$ cat src/design/multichannel_adc_window_average_top_assert.svh
// assertion macros shared by the window average block
`ifndef MULTICHANNEL_ADC_WINDOW_AVERAGE_TOP_ASSERT_SVH
`define MULTICHANNEL_ADC_WINDOW_AVERAGE_TOP_ASSERT_SVH

// same-cycle implication, clocked on clk, off while arst_n is low
`define MCAW_ASSERT_NOW(lbl, ante, cons, msg) \
	lbl: assert property (@(posedge clk) disable iff (!arst_n) (ante) |-> (cons)) \
		else $error(msg);

// next-cycle implication, clocked on clk, off while arst_n is low
`define MCAW_ASSERT_NEXT(lbl, ante, cons, msg) \
	lbl: assert property (@(posedge clk) disable iff (!arst_n) (ante) |=> (cons)) \
		else $error(msg);

`endif

$ cat src/design/mcaw_pkg.sv
// shared types, constants and defaults of the window average block
package mcaw_pkg;

	// defaults for the top level parameters
	localparam int CHANNELS_DEF    = 7;
	localparam int WINDOW_DEF      = 16;
	localparam int SAMPLE_BITS_DEF = 12;

	// fixed port widths
	localparam int SAMPLE_IN_W  = 12;
	localparam int SWITCH_W     = 9;
	localparam int CHAN_OUT_W   = 3;
	localparam int AVG_W        = 12;
	localparam int VOLTS_W      = 18;

	// scaling and saturation
	localparam int                 VOLT_SCALE   = 33;
	localparam int                 VOLT_SCALE_W = 6;
	localparam logic [AVG_W-1:0]   AVG_MAX      = 12'hFFF;
	localparam logic [VOLTS_W-1:0] VOLTS_MAX    = 18'h3FFFF;

	// depth of the queues between the parts
	localparam int QUEUE_DEPTH = 2;

	// tri-state switch status codes
	localparam logic signed [1:0] ST_NOK  = -2'sd1;
	localparam logic signed [1:0] ST_OK   = 2'sd1;
	localparam logic signed [1:0] ST_NONE = 2'sd0;

	// decoded switch statuses
	typedef struct packed {
		logic              start_pressed;
		logic signed [1:0] prog_status;
		logic signed [1:0] rgb_status;
		logic signed [1:0] motor_status;
		logic signed [1:0] buzzer_status;
	} sw_status_t;

	// one result transaction
	typedef struct packed {
		logic [CHAN_OUT_W-1:0] channel;
		logic [AVG_W-1:0]      average_code;
		logic [VOLTS_W-1:0]    volts_q16;
		sw_status_t            st;
		logic                  last;
	} result_t;

	// back end sequencer states
	typedef enum logic [2:0] {
		BK_IDLE,
		BK_UPDATE,
		BK_EMIT_RD,
		BK_EMIT_MUL,
		BK_EMIT_OUT
	} back_state_t;

endpackage

$ cat src/design/mcaw_fifo.sv
// small synchronous queue used between the parts of the block
module mcaw_fifo #(
	parameter int WIDTH = 8,
	parameter int DEPTH = mcaw_pkg::QUEUE_DEPTH
) (
	input  logic             clk,
	input  logic             arst_n,
	input  logic             push,
	input  logic [WIDTH-1:0] wdata,
	output logic             full,
	input  logic             pop,
	output logic [WIDTH-1:0] rdata,
	output logic             empty
);

	localparam int PTR_W = (DEPTH > 1) ? $clog2(DEPTH) : 1;
	localparam int CNT_W = $clog2(DEPTH + 1);

	logic [WIDTH-1:0] store_q [DEPTH];
	logic [PTR_W-1:0] wr_ptr_q;
	logic [PTR_W-1:0] rd_ptr_q;
	logic [CNT_W-1:0] count_q;
	logic             do_push;
	logic             do_pop;

	// handshake qualification
	assign full    = (count_q == CNT_W'(DEPTH));
	assign empty   = (count_q == '0);
	assign do_push = push && !full;
	assign do_pop  = pop && !empty;
	assign rdata   = store_q[rd_ptr_q];

	// entry storage
	always_ff @(posedge clk) begin
		if (do_push) begin
			store_q[wr_ptr_q] <= wdata;
		end
	end

	// pointers and fill count
	always_ff @(posedge clk or negedge arst_n) begin
		if (!arst_n) begin
			wr_ptr_q <= '0;
			rd_ptr_q <= '0;
			count_q  <= '0;
		end else begin
			if (do_push) begin
				wr_ptr_q <= (wr_ptr_q == PTR_W'(DEPTH - 1)) ? '0 : wr_ptr_q + 1'b1;
			end
			if (do_pop) begin
				rd_ptr_q <= (rd_ptr_q == PTR_W'(DEPTH - 1)) ? '0 : rd_ptr_q + 1'b1;
			end
			if (do_push && !do_pop) begin
				count_q <= count_q + 1'b1;
			end else if (do_pop && !do_push) begin
				count_q <= count_q - 1'b1;
			end
		end
	end

endmodule

$ cat src/design/mcaw_front.sv
// front end: tags each conversion with its channel and decodes the switch pins
module mcaw_front #(
	parameter int CHANNELS    = mcaw_pkg::CHANNELS_DEF,
	parameter int SAMPLE_BITS = mcaw_pkg::SAMPLE_BITS_DEF,
	localparam int CH_W       = (CHANNELS > 1) ? $clog2(CHANNELS) : 1
) (
	input  logic                             clk,
	input  logic                             arst_n,
	input  logic                             accept,
	input  logic [mcaw_pkg::SAMPLE_IN_W-1:0] sample,
	input  logic [mcaw_pkg::SWITCH_W-1:0]    switch_levels,
	output logic [CH_W-1:0]                  item_chan,
	output logic [SAMPLE_BITS-1:0]           item_sample,
	output logic                             item_last,
	output mcaw_pkg::sw_status_t             item_st
);

	logic [CH_W-1:0] chan_q;

	// one ok/nok pin pair, nok wins
	function automatic logic signed [1:0] pair_status(input logic ok_n, input logic nok_n);
		logic signed [1:0] st;
		if (!nok_n) begin
			st = mcaw_pkg::ST_NOK;
		end else if (!ok_n) begin
			st = mcaw_pkg::ST_OK;
		end else begin
			st = mcaw_pkg::ST_NONE;
		end
		return st;
	endfunction

	// classify the incoming transaction
	always_comb begin
		item_chan                   = chan_q;
		item_last                   = (chan_q == CH_W'(CHANNELS - 1));
		item_sample                 = SAMPLE_BITS'(sample);
		item_st.start_pressed       = !switch_levels[0];
		item_st.prog_status         = pair_status(switch_levels[1], switch_levels[2]);
		item_st.rgb_status          = pair_status(switch_levels[3], switch_levels[4]);
		item_st.motor_status        = pair_status(switch_levels[5], switch_levels[6]);
		item_st.buzzer_status       = pair_status(switch_levels[7], switch_levels[8]);
	end

	// round-robin channel counter
	always_ff @(posedge clk or negedge arst_n) begin
		if (!arst_n) begin
			chan_q <= '0;
		end else if (accept) begin
			chan_q <= item_last ? '0 : chan_q + 1'b1;
		end
	end

endmodule

$ cat src/design/mcaw_back.sv
// back end: window store, running sums, averaging and result sequencing
`include "multichannel_adc_window_average_top_assert.svh"

module mcaw_back #(
	parameter int CHANNELS    = mcaw_pkg::CHANNELS_DEF,
	parameter int WINDOW      = mcaw_pkg::WINDOW_DEF,
	parameter int SAMPLE_BITS = mcaw_pkg::SAMPLE_BITS_DEF,
	localparam int CH_W       = (CHANNELS > 1) ? $clog2(CHANNELS) : 1
) (
	input  logic                   clk,
	input  logic                   arst_n,
	input  logic                   q_empty,
	output logic                   q_pop,
	input  logic [CH_W-1:0]        q_chan,
	input  logic [SAMPLE_BITS-1:0] q_sample,
	input  logic                   q_last,
	input  mcaw_pkg::sw_status_t   q_st,
	input  logic                   out_full,
	output logic                   out_push,
	output mcaw_pkg::result_t      out_res
);

	localparam int SLOT_W  = $clog2(WINDOW);
	localparam int ADDR_W  = $clog2(CHANNELS * WINDOW);
	localparam int SUM_W   = SAMPLE_BITS + SLOT_W;
	localparam int SHIFT   = SUM_W + SLOT_W;
	localparam int RECIP_W = SUM_W + 1;
	localparam int PROD_W  = SUM_W + RECIP_W;
	localparam logic [63:0] RECIP_WIDE =
		((64'd1 << SHIFT) + 64'(WINDOW) - 64'd1) / 64'(WINDOW);
	localparam logic [RECIP_W-1:0] RECIP = RECIP_W'(RECIP_WIDE);
	localparam int AX_W = (SAMPLE_BITS > mcaw_pkg::AVG_W) ? SAMPLE_BITS : mcaw_pkg::AVG_W;
	localparam int VP_W = SAMPLE_BITS + mcaw_pkg::VOLT_SCALE_W;
	localparam int VX_W = (VP_W > mcaw_pkg::VOLTS_W) ? VP_W : mcaw_pkg::VOLTS_W;

	mcaw_pkg::back_state_t state_q;
	mcaw_pkg::back_state_t state_d;

	// current item
	logic [CH_W-1:0]        cur_chan_q;
	logic [SAMPLE_BITS-1:0] cur_sample_q;
	logic                   cur_last_q;
	mcaw_pkg::sw_status_t   cur_st_q;
	logic [ADDR_W-1:0]      cur_addr_q;

	// window position and fill tracking
	logic [SLOT_W-1:0]   slot_q;
	logic                wrapped_q;
	logic [CHANNELS-1:0] sum_vld_q;
	logic [CH_W-1:0]     emit_q;

	// memories and their read registers
	logic [SAMPLE_BITS-1:0] smem [CHANNELS * WINDOW];
	logic [SAMPLE_BITS-1:0] smem_rd_q;
	logic [SUM_W-1:0]       sum_mem [CHANNELS];
	logic [SUM_W-1:0]       sum_rd_q;
	logic                   sum_vld_rd_q;
	logic [PROD_W-1:0]      prod_q;

	// control decoded from the state
	logic              update_en;
	logic              mul_en;
	logic [CH_W-1:0]   sum_raddr;
	logic [ADDR_W-1:0] q_addr;

	// datapath
	logic                   emit_last;
	logic                   slot_last;
	logic [SAMPLE_BITS-1:0] old_sample;
	logic [SUM_W-1:0]       sum_cur;
	logic [SUM_W-1:0]       sum_new;
	logic [PROD_W-1:0]      prod_d;
	logic [SAMPLE_BITS-1:0] avg_raw;
	logic [AX_W-1:0]        avg_x;
	logic [VX_W-1:0]        volts_x;

	assign q_addr    = ADDR_W'(ADDR_W'(q_chan) * ADDR_W'(WINDOW)) + ADDR_W'(slot_q);
	assign emit_last = (emit_q == CH_W'(CHANNELS - 1));
	assign slot_last = (slot_q == SLOT_W'(WINDOW - 1));

	// next state
	always_comb begin
		state_d = state_q;
		case (state_q)
			mcaw_pkg::BK_IDLE: begin
				if (!q_empty) begin
					state_d = mcaw_pkg::BK_UPDATE;
				end
			end
			mcaw_pkg::BK_UPDATE: begin
				state_d = cur_last_q ? mcaw_pkg::BK_EMIT_RD : mcaw_pkg::BK_IDLE;
			end
			mcaw_pkg::BK_EMIT_RD: begin
				state_d = mcaw_pkg::BK_EMIT_MUL;
			end
			mcaw_pkg::BK_EMIT_MUL: begin
				state_d = mcaw_pkg::BK_EMIT_OUT;
			end
			mcaw_pkg::BK_EMIT_OUT: begin
				if (!out_full) begin
					state_d = emit_last ? mcaw_pkg::BK_IDLE : mcaw_pkg::BK_EMIT_RD;
				end
			end
			default: begin
				state_d = mcaw_pkg::BK_IDLE;
			end
		endcase
	end

	// state outputs
	always_comb begin
		q_pop     = 1'b0;
		update_en = 1'b0;
		mul_en    = 1'b0;
		out_push  = 1'b0;
		sum_raddr = emit_q;
		case (state_q)
			mcaw_pkg::BK_IDLE: begin
				q_pop     = !q_empty;
				sum_raddr = q_chan;
			end
			mcaw_pkg::BK_UPDATE: begin
				update_en = 1'b1;
			end
			mcaw_pkg::BK_EMIT_RD: begin
				sum_raddr = emit_q;
			end
			mcaw_pkg::BK_EMIT_MUL: begin
				mul_en = 1'b1;
			end
			mcaw_pkg::BK_EMIT_OUT: begin
				out_push = !out_full;
			end
			default: begin
				q_pop = 1'b0;
			end
		endcase
	end

	// running sum update: add the new sample, drop the one it replaces
	always_comb begin
		old_sample = wrapped_q ? smem_rd_q : '0;
		sum_cur    = sum_vld_rd_q ? sum_rd_q : '0;
		sum_new    = sum_cur + SUM_W'(cur_sample_q) - SUM_W'(old_sample);
	end

	// divide by the window length through a reciprocal multiply
	assign prod_d  = PROD_W'(sum_cur) * PROD_W'(RECIP);
	assign avg_raw = prod_q[SHIFT +: SAMPLE_BITS];
	assign avg_x   = AX_W'(avg_raw);
	assign volts_x = VX_W'(avg_raw) * VX_W'(mcaw_pkg::VOLT_SCALE);

	// result assembly with saturation
	always_comb begin
		out_res.channel      = mcaw_pkg::CHAN_OUT_W'(emit_q);
		out_res.average_code = (avg_x > AX_W'(mcaw_pkg::AVG_MAX)) ?
			mcaw_pkg::AVG_MAX : avg_x[mcaw_pkg::AVG_W-1:0];
		out_res.volts_q16    = (volts_x > VX_W'(mcaw_pkg::VOLTS_MAX)) ?
			mcaw_pkg::VOLTS_MAX : volts_x[mcaw_pkg::VOLTS_W-1:0];
		out_res.st           = cur_st_q;
		out_res.last         = emit_last;
	end

	// sample window memory
	always_ff @(posedge clk) begin
		if (update_en) begin
			smem[cur_addr_q] <= cur_sample_q;
		end
		smem_rd_q <= smem[q_addr];
	end

	// running sum memory
	always_ff @(posedge clk) begin
		if (update_en) begin
			sum_mem[cur_chan_q] <= sum_new;
		end
		sum_rd_q <= sum_mem[sum_raddr];
	end

	// item capture and product register
	always_ff @(posedge clk) begin
		if (q_pop) begin
			cur_chan_q   <= q_chan;
			cur_sample_q <= q_sample;
			cur_last_q   <= q_last;
			cur_st_q     <= q_st;
			cur_addr_q   <= q_addr;
		end
		if (mul_en) begin
			prod_q <= prod_d;
		end
	end

	// control state
	always_ff @(posedge clk or negedge arst_n) begin
		if (!arst_n) begin
			state_q      <= mcaw_pkg::BK_IDLE;
			slot_q       <= '0;
			wrapped_q    <= 1'b0;
			sum_vld_q    <= '0;
			sum_vld_rd_q <= 1'b0;
			emit_q       <= '0;
		end else begin
			state_q      <= state_d;
			sum_vld_rd_q <= sum_vld_q[sum_raddr];
			if (update_en) begin
				sum_vld_q[cur_chan_q] <= 1'b1;
				if (cur_last_q) begin
					slot_q <= slot_last ? '0 : slot_q + 1'b1;
					emit_q <= '0;
					if (slot_last) begin
						wrapped_q <= 1'b1;
					end
				end
			end
			if (out_push && !emit_last) begin
				emit_q <= emit_q + 1'b1;
			end
		end
	end

	// checks
	`MCAW_ASSERT_NOW(a_push_has_room, out_push, !out_full, "result pushed into a full queue")
	`MCAW_ASSERT_NOW(a_pop_when_idle, q_pop, state_q == mcaw_pkg::BK_IDLE && !q_empty, "item popped outside idle")
	`MCAW_ASSERT_NEXT(a_scan_end_emits, state_q == mcaw_pkg::BK_UPDATE && cur_last_q, state_q == mcaw_pkg::BK_EMIT_RD && emit_q == '0, "scan end did not start emission")
	`MCAW_ASSERT_NEXT(a_emit_done, out_push && emit_last, state_q == mcaw_pkg::BK_IDLE, "emission did not stop after the last channel")

endmodule

$ cat src/design/multichannel_adc_window_average_top.sv
// Multichannel ADC window average. Conversions enter in round-robin channel order
// (CHANNELS per scan); each goes into a WINDOW-deep per-channel window, cleared at
// reset so early averages include zeros. The transaction for the last channel of
// a scan advances the window slot and yields CHANNELS results in channel order,
// each with the truncated window average, the average times 33 in Q.16 volts, and
// the switch statuses decoded from that transaction's pins. A running sum per
// channel is kept, so each conversion takes a memory read, then a sum update and
// write; the scan's last conversion then adds, per result, a sum read, a
// reciprocal multiply and an output push that waits while the result queue is
// full. Small queues on both sides let input and output stall independently;
// no clearing pass is needed after reset.
module multichannel_adc_window_average_top #(
	parameter int CHANNELS    = mcaw_pkg::CHANNELS_DEF,
	parameter int WINDOW      = mcaw_pkg::WINDOW_DEF,
	parameter int SAMPLE_BITS = mcaw_pkg::SAMPLE_BITS_DEF
) (
	input  logic                                   clk,
	input  logic                                   arst_n,
	input  logic                                   push,
	output logic                                   full,
	input  logic        [mcaw_pkg::SAMPLE_IN_W-1:0] sample,
	input  logic        [mcaw_pkg::SWITCH_W-1:0]    switch_levels,
	output logic                                   empty,
	input  logic                                   pop,
	output logic        [mcaw_pkg::CHAN_OUT_W-1:0]  channel,
	output logic        [mcaw_pkg::AVG_W-1:0]       average_code,
	output logic        [mcaw_pkg::VOLTS_W-1:0]     volts_q16,
	output logic                                   start_pressed,
	output logic signed [1:0]                      prog_status,
	output logic signed [1:0]                      rgb_status,
	output logic signed [1:0]                      motor_status,
	output logic signed [1:0]                      buzzer_status,
	output logic                                   last
);

	localparam int CH_W  = (CHANNELS > 1) ? $clog2(CHANNELS) : 1;
	localparam int ST_W  = $bits(mcaw_pkg::sw_status_t);
	localparam int MID_W = CH_W + SAMPLE_BITS + 1 + ST_W;
	localparam int RES_W = $bits(mcaw_pkg::result_t);

	// front end outputs
	logic [CH_W-1:0]        f_chan;
	logic [SAMPLE_BITS-1:0] f_sample;
	logic                   f_last;
	mcaw_pkg::sw_status_t   f_st;

	// queue between front and back
	logic [MID_W-1:0]       mid_wdata;
	logic [MID_W-1:0]       mid_rdata;
	logic                   mid_empty;
	logic                   mid_pop;
	logic [CH_W-1:0]        b_chan;
	logic [SAMPLE_BITS-1:0] b_sample;
	logic                   b_last;
	mcaw_pkg::sw_status_t   b_st;

	// result queue
	logic                   res_full;
	logic                   res_push;
	mcaw_pkg::result_t      res_in;
	logic [RES_W-1:0]       res_rdata;
	mcaw_pkg::result_t      res_out;

	// front end
	mcaw_front #(
		.CHANNELS    (CHANNELS),
		.SAMPLE_BITS (SAMPLE_BITS)
	) u_front (
		.clk           (clk),
		.arst_n        (arst_n),
		.accept        (push && !full),
		.sample        (sample),
		.switch_levels (switch_levels),
		.item_chan     (f_chan),
		.item_sample   (f_sample),
		.item_last     (f_last),
		.item_st       (f_st)
	);

	assign mid_wdata = {f_chan, f_sample, f_last, f_st};

	// classified item queue
	mcaw_fifo #(
		.WIDTH (MID_W),
		.DEPTH (mcaw_pkg::QUEUE_DEPTH)
	) u_mid_fifo (
		.clk    (clk),
		.arst_n (arst_n),
		.push   (push),
		.wdata  (mid_wdata),
		.full   (full),
		.pop    (mid_pop),
		.rdata  (mid_rdata),
		.empty  (mid_empty)
	);

	assign {b_chan, b_sample, b_last, b_st} = mid_rdata;

	// back end
	mcaw_back #(
		.CHANNELS    (CHANNELS),
		.WINDOW      (WINDOW),
		.SAMPLE_BITS (SAMPLE_BITS)
	) u_back (
		.clk      (clk),
		.arst_n   (arst_n),
		.q_empty  (mid_empty),
		.q_pop    (mid_pop),
		.q_chan   (b_chan),
		.q_sample (b_sample),
		.q_last   (b_last),
		.q_st     (b_st),
		.out_full (res_full),
		.out_push (res_push),
		.out_res  (res_in)
	);

	// result queue
	mcaw_fifo #(
		.WIDTH (RES_W),
		.DEPTH (mcaw_pkg::QUEUE_DEPTH)
	) u_res_fifo (
		.clk    (clk),
		.arst_n (arst_n),
		.push   (res_push),
		.wdata  (RES_W'(res_in)),
		.full   (res_full),
		.pop    (pop),
		.rdata  (res_rdata),
		.empty  (empty)
	);

	// result ports
	assign res_out       = mcaw_pkg::result_t'(res_rdata);
	assign channel       = res_out.channel;
	assign average_code  = res_out.average_code;
	assign volts_q16     = res_out.volts_q16;
	assign start_pressed = res_out.st.start_pressed;
	assign prog_status   = res_out.st.prog_status;
	assign rgb_status    = res_out.st.rgb_status;
	assign motor_status  = res_out.st.motor_status;
	assign buzzer_status = res_out.st.buzzer_status;
	assign last          = res_out.last;

endmodule

$ cat config.mk
export PLATFORM = sky130hd
export DESIGN_NAME = multichannel_adc_window_average_top
export DESIGN_NICKNAME = d
export VERILOG_FILES = /design/src/design/mcaw_pkg.sv /design/src/design/mcaw_fifo.sv /design/src/design/mcaw_front.sv /design/src/design/mcaw_back.sv /design/src/design/multichannel_adc_window_average_top.sv
export VERILOG_INCLUDE_DIRS = /design/src /design/src/design
export SDC_FILE = /design/constraint.sdc
export NUM_CORES = 2
export LEC_CHECK = 0
export BUFFER_PORTS_ARGS = -buffer_cell sky130_fd_sc_hd__buf_2
export CORE_MARGIN = 3
export CORE_UTILIZATION = 40
export CTS_CLUSTER_DIAMETER = 150
export DETAILED_ROUTE_END_ITERATION = 6
export PLACE_DENSITY = 0.58
export SYNTH_ARGS = -nofsm -noshare
export SYNTH_HDL_FRONTEND = slang
export SYNTH_HIERARCHICAL = 1
export SYNTH_SLANG_ARGS = --single-unit
$ cat constraint.sdc
create_clock -name clk -period 4.4 [get_ports clk]
set_input_delay 1.1 -clock clk [delete_from_list [all_inputs] [get_ports clk]]
set_output_delay 1.1 -clock clk [all_outputs]
set_load 0.05 [all_outputs]
Yosys cells after proc, flatten, opt, wreduce, memory -nomap -nowiden
Memories as Yosys holds them, arrays and structs flattened. A register that Yosys moved wholly into a read port is not among the register bits.
Cells that the tools add are included.

storage, ports and cells
  register bits = 78
  bits in writable memories = 1592
  output and inout port bits = 45
  memories kept = 4

memories
  memory              words  bits a word  read ports  clocked after memory_dff  write ports  RTL line         text
  u_back.smem         112    12           1           1                         1            mcaw_back.sv:53  logic [SAMPLE_BITS-1:0] smem [CHANNELS * WINDOW];
  u_back.sum_mem      7      16           1           1                         1            mcaw_back.sv:55  logic [SUM_W-1:0] sum_mem [CHANNELS];
  u_res_fifo.store_q  2      43           1           0                         1            mcaw_fifo.sv:19  logic [WIDTH-1:0] store_q [DEPTH];
  u_mid_fifo.store_q  2      25           1           0                         1            mcaw_fifo.sv:19

operators by class
  $add $sub $neg = 14
  multipliers = 1
  magnitude comparators = 5
  equality and inequality tests = 11
  mux-type cells = 45
  bitwise operators = 1
  reduce and logical (&&, ||, !) cells = 31

operator list
  cell                                                                          count
  12-bit 2-to-1 mux                                                             2
  3-bit 2-to-1 mux                                                              7
  1-bit 2-to-1 mux                                                              20
  2-bit 2-to-1 mux                                                              10
  18-bit greater-than comparator, second input constant                         1
  12-bit by 6-bit multiplier with 18-bit output, second input constant          1
  18-bit 2-to-1 mux                                                             1
  16-bit by 12-bit adder with 16-bit output                                     1
  16-bit 2-to-1 mux                                                             1
  16-bit by 12-bit subtractor with 16-bit output                                1
  3-bit one-hot mux with 5 select lines                                         1
  12-bit greater-than comparator, second input constant                         1
  1-bit logical AND                                                             10
  1-bit logical NOT                                                             10
  3-bit equality test, second input constant                                    3
  3-bit by 4-bit less-than comparator with 1-bit output, second input constant  2
  2-bit nonzero test                                                            4
  7-bit by 4-bit adder with 7-bit output                                        1
  7-bit bitwise OR                                                              1
  3-bit by 1-bit adder with 3-bit output, second input constant                 2
  3-bit by 2-bit equality test with 1-bit output, second input constant         2
  2-bit AND reduction                                                           3
  1-bit adder, second input constant                                            4
  2-bit by 1-bit adder with 2-bit output, second input constant                 2
  13 further kinds                                                              17

Logic depth before layout (Yosys ltp)
  word-level depth = 8
  mapped depth = 14
  mapped depth without buffers = 12

Hierarchy
The synthesis kept the hierarchy.

modules (own cells, without submodules)
  module                               times used  cells each  area each (µm²)  sequential area each (µm²)
  mcaw_back                            1           3221        60619.4          45989.1
  mcaw_fifo at u_res_fifo              1           153         3500.9           2682.6
  mcaw_fifo at u_mid_fifo              1           97          2102.0           1601.5
  mcaw_front                           1           35          266.5            75.1
  multichannel_adc_window_average_top  1           1           13.8             0.0

Least setup slack after synthesis
No wires, ideal clock.

  path type = register to register
  start = register u_back.state_q[2]
  end = register u_mid_fifo.count_q[1]
  data arrival time = 4643 ps
  setup slack = -322 ps
  stages on the path, launching flop included = 8
  clock period less this slack = 4722 ps
  cells stage by stage = dfrtp_1 > clkbuf_1 > nor4_1 > o21ai_1 > ha_1 > xor2_1 > nor2_1 > xor2_1

on the way
  word-level cells in the longest chain between the ends = 6
  elaborated cells on any way between the ends = 8

ends and longest elaborated chain
  what                                                    RTL line                                   text
  start: declaration                                      mcaw_back.sv:36                            mcaw_pkg::back_state_t state_q;
  start signal: assignment                                mcaw_back.sv:197                           state_q <= mcaw_pkg::BK_IDLE;
  start signal: assignment                                mcaw_back.sv:204                           state_q <= state_d;
  3-bit logical NOT *                                     mcaw_back.sv:117                           case (state_q)
  1-bit 2-to-1 mux *                                      mcaw_back.sv:117
  named net mid_pop                                       multichannel_adc_window_average_top.sv:51  logic mid_pop;
  1-bit logical AND *                                     mcaw_fifo.sv:30                            assign do_pop = pop && !empty;
  1-bit logical NOT                                       mcaw_fifo.sv:53                            if (do_push && !do_pop) begin
  1-bit logical AND                                       mcaw_fifo.sv:53
  2-bit 2-to-1 mux or 2-bit nonzero test (tied branches)  --
  end signal: assignment                                  mcaw_fifo.sv:54                            count_q <= count_q + 1'b1;
  end signal: assignment                                  mcaw_fifo.sv:56                            count_q <= count_q - 1'b1;
  end: declaration                                        mcaw_fifo.sv:22                            logic [CNT_W-1:0] count_q;

The timed path passes the listed nets; every way through them passes the cells marked *.
A chain may end at the register's enable or synchronous reset.

Worst setup path after layout
  start = register u_back.sum_vld_rd_q
  end = memory u_back/sum_mem[3][15] (netlist bit) (data pin)

on the way
  word-level cells in the longest chain between the ends = 3

ends and longest elaborated chain
  what                                            RTL line          text
  start: declaration                              mcaw_back.sv:57   logic sum_vld_rd_q;
  start signal: assignment                        mcaw_back.sv:205  sum_vld_rd_q <= sum_vld_q[sum_raddr];
  16-bit 2-to-1 mux                               mcaw_back.sv:143  sum_cur = sum_vld_rd_q ? sum_rd_q : '0;
  16-bit by 12-bit adder with 16-bit output       mcaw_back.sv:144  sum_new = sum_cur + SUM_W'(cur_sample_q) - SUM_W'(old_sample);
  16-bit by 12-bit subtractor with 16-bit output  mcaw_back.sv:144
  named net u_back.sum_new[15]                    mcaw_back.sv:71   logic [SUM_W-1:0] sum_new;
  end: declaration                                mcaw_back.sv:55

The timed path passes the listed nets, and every way through them passes these cells.

==> metrics.yaml <==
slew_headroom_pct: 12.9
cp_max_fo: 17
drt_iter0_markers: 3538
drive_above_1_share_pct: 23.3
antenna_found_initial: 5
ys_async_sr_fraction_pct: 1.77
grt_pass1_vias: 33700
p_per_area_nw_per_um2: 721
ys_types: 70
fin_skew_ps: 52.2
tightestPinTransition_ps: 1300
hold_path.class: "register to register"
avgSynthCellArea_sq_um: 19.0
drt-pass1-iter-count: 5
core_area_sq_um: 165000
cts_buffer_depth: 3
yosysSeqAreaShare_pct: 75.7
final_nets: 3843
cts_tree: "yes"
fin_crit_sh_pct: 87.1
finalSetupTns_ps: 0
post_cts_buffers: 0
drc: 0
synth_cells: 3507
clock.fmax_ghz: 0.261
clock_sinks: 1691
die_w_um: 414
cpPeakStageDelay_ps: 700
ys_ff_latch: 1691
path_clk_slew_ps: 60
arrival_ps: 4290
critPathRequiredTime_ps: 4860
die_y_um: 414
grt_pass1_wl_mm: 239
critPathTopFamily: "compound AO/OA/AOI/OAI gates"
pin_count: 70
whs_ps: 447
io_buffers: 69
maxCapViolations: 0
track_usage_pct: 19.3
n_antenna_cell: 0
power_leakage_nw: 25.1
rsz0062_at_grt: "false"
row_count: 149
via_per_inst: 5.52
clock-root-buffer: "clkbuf_16"
path_buf_inv: 1
startpoint_type: "register"
final_cells: 6104
yosysWarningCount: 6
clock_latency_ps: 810
cts_hold_buf: 0
synthesis.nets: 3587
final-setup-viol-count: 0
wl_per_cell_um: 27.0
route.vias.total: 33700
cts.repair.resized: 0
drt_wl_total_mm: 165
worstSetupEndpointType: "register"
cts-buffers-inserted: 174
dieArea_sq_um: 171000
hpwl_mm: 101
syn2layout_area_growth_pct: 14.2
cp_cell_sequence: "nand2_1 -> fa_1 -> inv_1 -> ha_1 -> a21oi_1 -> o21ai_0 -> o41ai_2 -> nor2_1 -> a211oi_1"
syn_area_sq_um: 66500
synthFlopType: "edfxtp_1"
status: "complete, no violations"
htreeDepth: 4
fin_crit_ps: 3830
ant_nets: 0
synth-edff-count: 1633
place_congestion: 0.828
start_util_pct: 40.3
grt_max_degree: 93
ir_drop_uv: 592
slew_viol_final: 0
finalHoldViolCount: 0
grt-ovfl-total: 0
placed_cells: 5776
path_class: "register to register"
critPathSlowestCell: "dfrtp_1"
## layout make-up
class                   count  area [sq um]
clock buffers             229          4710
clock inverters            99           891
fillers                 13900         89000
inverters                  72           270
multi-input cells        1529         14800
flip-flops and latches   1691         50400
well taps                2189          2740
repair buffers            295          2170
## through the flow
stage          setup slack (ps)  util [%]  instance area, sq um  power [mW]
6_report                    567      46.0                 76000        54.7
5_1_grt                     370      46.0                 76000        57.1
2_1_floorplan               115         -                 66500        34.2
3_3_place_gp                668      42.6                 70400        40.7
4_1_cts                     576      46.0                 76000        55.3
3_5_place_dp                643      42.6                 70400        40.9
## where the power goes
part           internal [mW]  switching (mW)  total (mW)
sequential              21.6           0.797        22.4
combinational           6.00            12.0        18.0
clock                   8.18            6.17        14.3
## state kept, by name, indices dropped and copies added, names as in the netlist, 4 cells and up
signal and cells:
u_back/smem 1344, u_back/sum_mem 112, u_res_fifo/store_q 86, u_mid_fifo/store_q 50
u_back/sum_rd_q 16, u_back/cur_sample_q 12, u_back/prod_q 12, u_back/smem_rd_q 12
u_back/out_res 9, u_back/sum_vld_q 7, u_back/cur_addr_q 4, u_back/slot_q 4
## layer usage
metal  part of all wire (%)  global-route usage (%)  vias to the layer above
li1                       -                       -                    14500
met1                     43                    27.0                    17700
met2                     48                    30.8                     1185
met3                    6.4                    3.34                      254
met4                    2.8                    6.01                        0
met5                      0                       0                        -
## cell usage in the layout (no fill, tap or decap), drive strengths merged, types with 6 or more instances in the layout
| cell type | netlist | routed |
|---|---|---|
| nor4 | 13 | 13 |
| clkbuf | 112 | 229 |
| dfrtp | 30 | 30 |
| mux2i | 184 | 184 |
| and2 | 18 | 18 |
| mux2 | 81 | 81 |
| o22ai | 58 | 58 |
| o211ai | 13 | 13 |
| a2111oi | 35 | 35 |
| xor2 | 7 | 7 |
| fa | 13 | 13 |
| edfxtp | 1633 | 1633 |
| a22oi | 24 | 24 |
| a21o | 8 | 8 |
| ha | 42 | 42 |
| a221o | 10 | 10 |
| o21ai | 41 | 41 |
| mux4 | 253 | 253 |
| and3 | 10 | 10 |
| bufinv | 0 | 10 |
| inv | 72 | 78 |
| dfxtp | 28 | 28 |
| clkinv | 0 | 79 |
| xnor2 | 21 | 21 |
| nor3 | 17 | 17 |
| a211oi | 8 | 8 |
| buf | 103 | 295 |
| nand3 | 64 | 64 |
| o221ai | 24 | 24 |
| nand2b | 6 | 6 |
| a21oi | 115 | 115 |
| nor2b | 11 | 11 |
| nand2 | 220 | 220 |
| nor2 | 149 | 149 |
| a22o | 23 | 23 |
| or2 | 10 | 10 |
## kinds of logic (layout without fill, tap and decap cells)
group                      after synthesis  count (layout)  share of synthesized area (%)
AOI/OAI and AO/OA                      387             387                           3.90
xor gates and xnor gates                28              28                          0.369
adders and majority gates               55              55                           1.18
buffers and inverters                  287             695                           2.19
DFF                                   1691            1691                           75.7
muxes                                  518             518                           13.0
and+or+nand+nor                        541             541                           3.62
## Yosys cell counts, drive strengths merged, types with 3 or more instances
master	number	area, sq um
or3	3	18.8
nor2	149	559
dfrtp	30	751
dfxtp	28	561
and3	10	62.6
nand3	64	320
a31oi	3	18.8
a22o	23	201
nand2b	6	37.5
o221ai	24	210
nand4	3	18.8
inv	72	270
nor2b	11	76.3
buf	103	763
or2	10	62.6
nand2	220	826
nand3b	5	41.3
and2	18	113
xor2	7	61.3
fa	13	260
mux2	81	1130
o21a	4	30.0
a221o	10	100
o21ai	41	205
a211oi	8	60.1
nor4	13	81.3
clkbuf	112	420
mux4	253	5700
a21o	8	60.1
edfxtp	1633	49000
a21oi	115	576
xnor2	21	184
a21boi	3	22.5
a22oi	24	180
ha	42	526
o211ai	13	97.6
o31ai	5	37.5
nor3	17	90.1
o22ai	58	363
a2111oi	35	309
nor3b	3	22.5
mux2i	184	1840
## final timing paths
| kind | from | end | slack [ps] | cells past startpoint |
|---|---|---|---|---|
| min | u_back/out_res[4] | u_res_fifo/store_q[0][4] | 450 | 0 |
| min reg2reg | u_back/out_res[4] | u_res_fifo/store_q[0][4] | 450 | 0 |
| max | u_back/sum_vld_rd_q | u_back/sum_mem[3][15] | 570 | 9 |
| max in group asynchronous | arst_n | u_back/slot_q[1] | 3160 | 1 |
| min in group asynchronous | arst_n | u_front/item_chan[2] | 490 | 1 |
| max reg2reg | u_back/sum_vld_rd_q | u_back/sum_mem[3][15] | 570 | 9 |
## worst register-to-register path, stage by stage, from the launching register on
cell and delay (ps):
dfrtp_1 700, nand2_1 220, fa_1 550, inv_1 40
ha_1 330, a21oi_1 140, o21ai_0 160, o41ai_2 620
nor2_1 110, a211oi_1 620
Power figures use the tool's default switching activity.
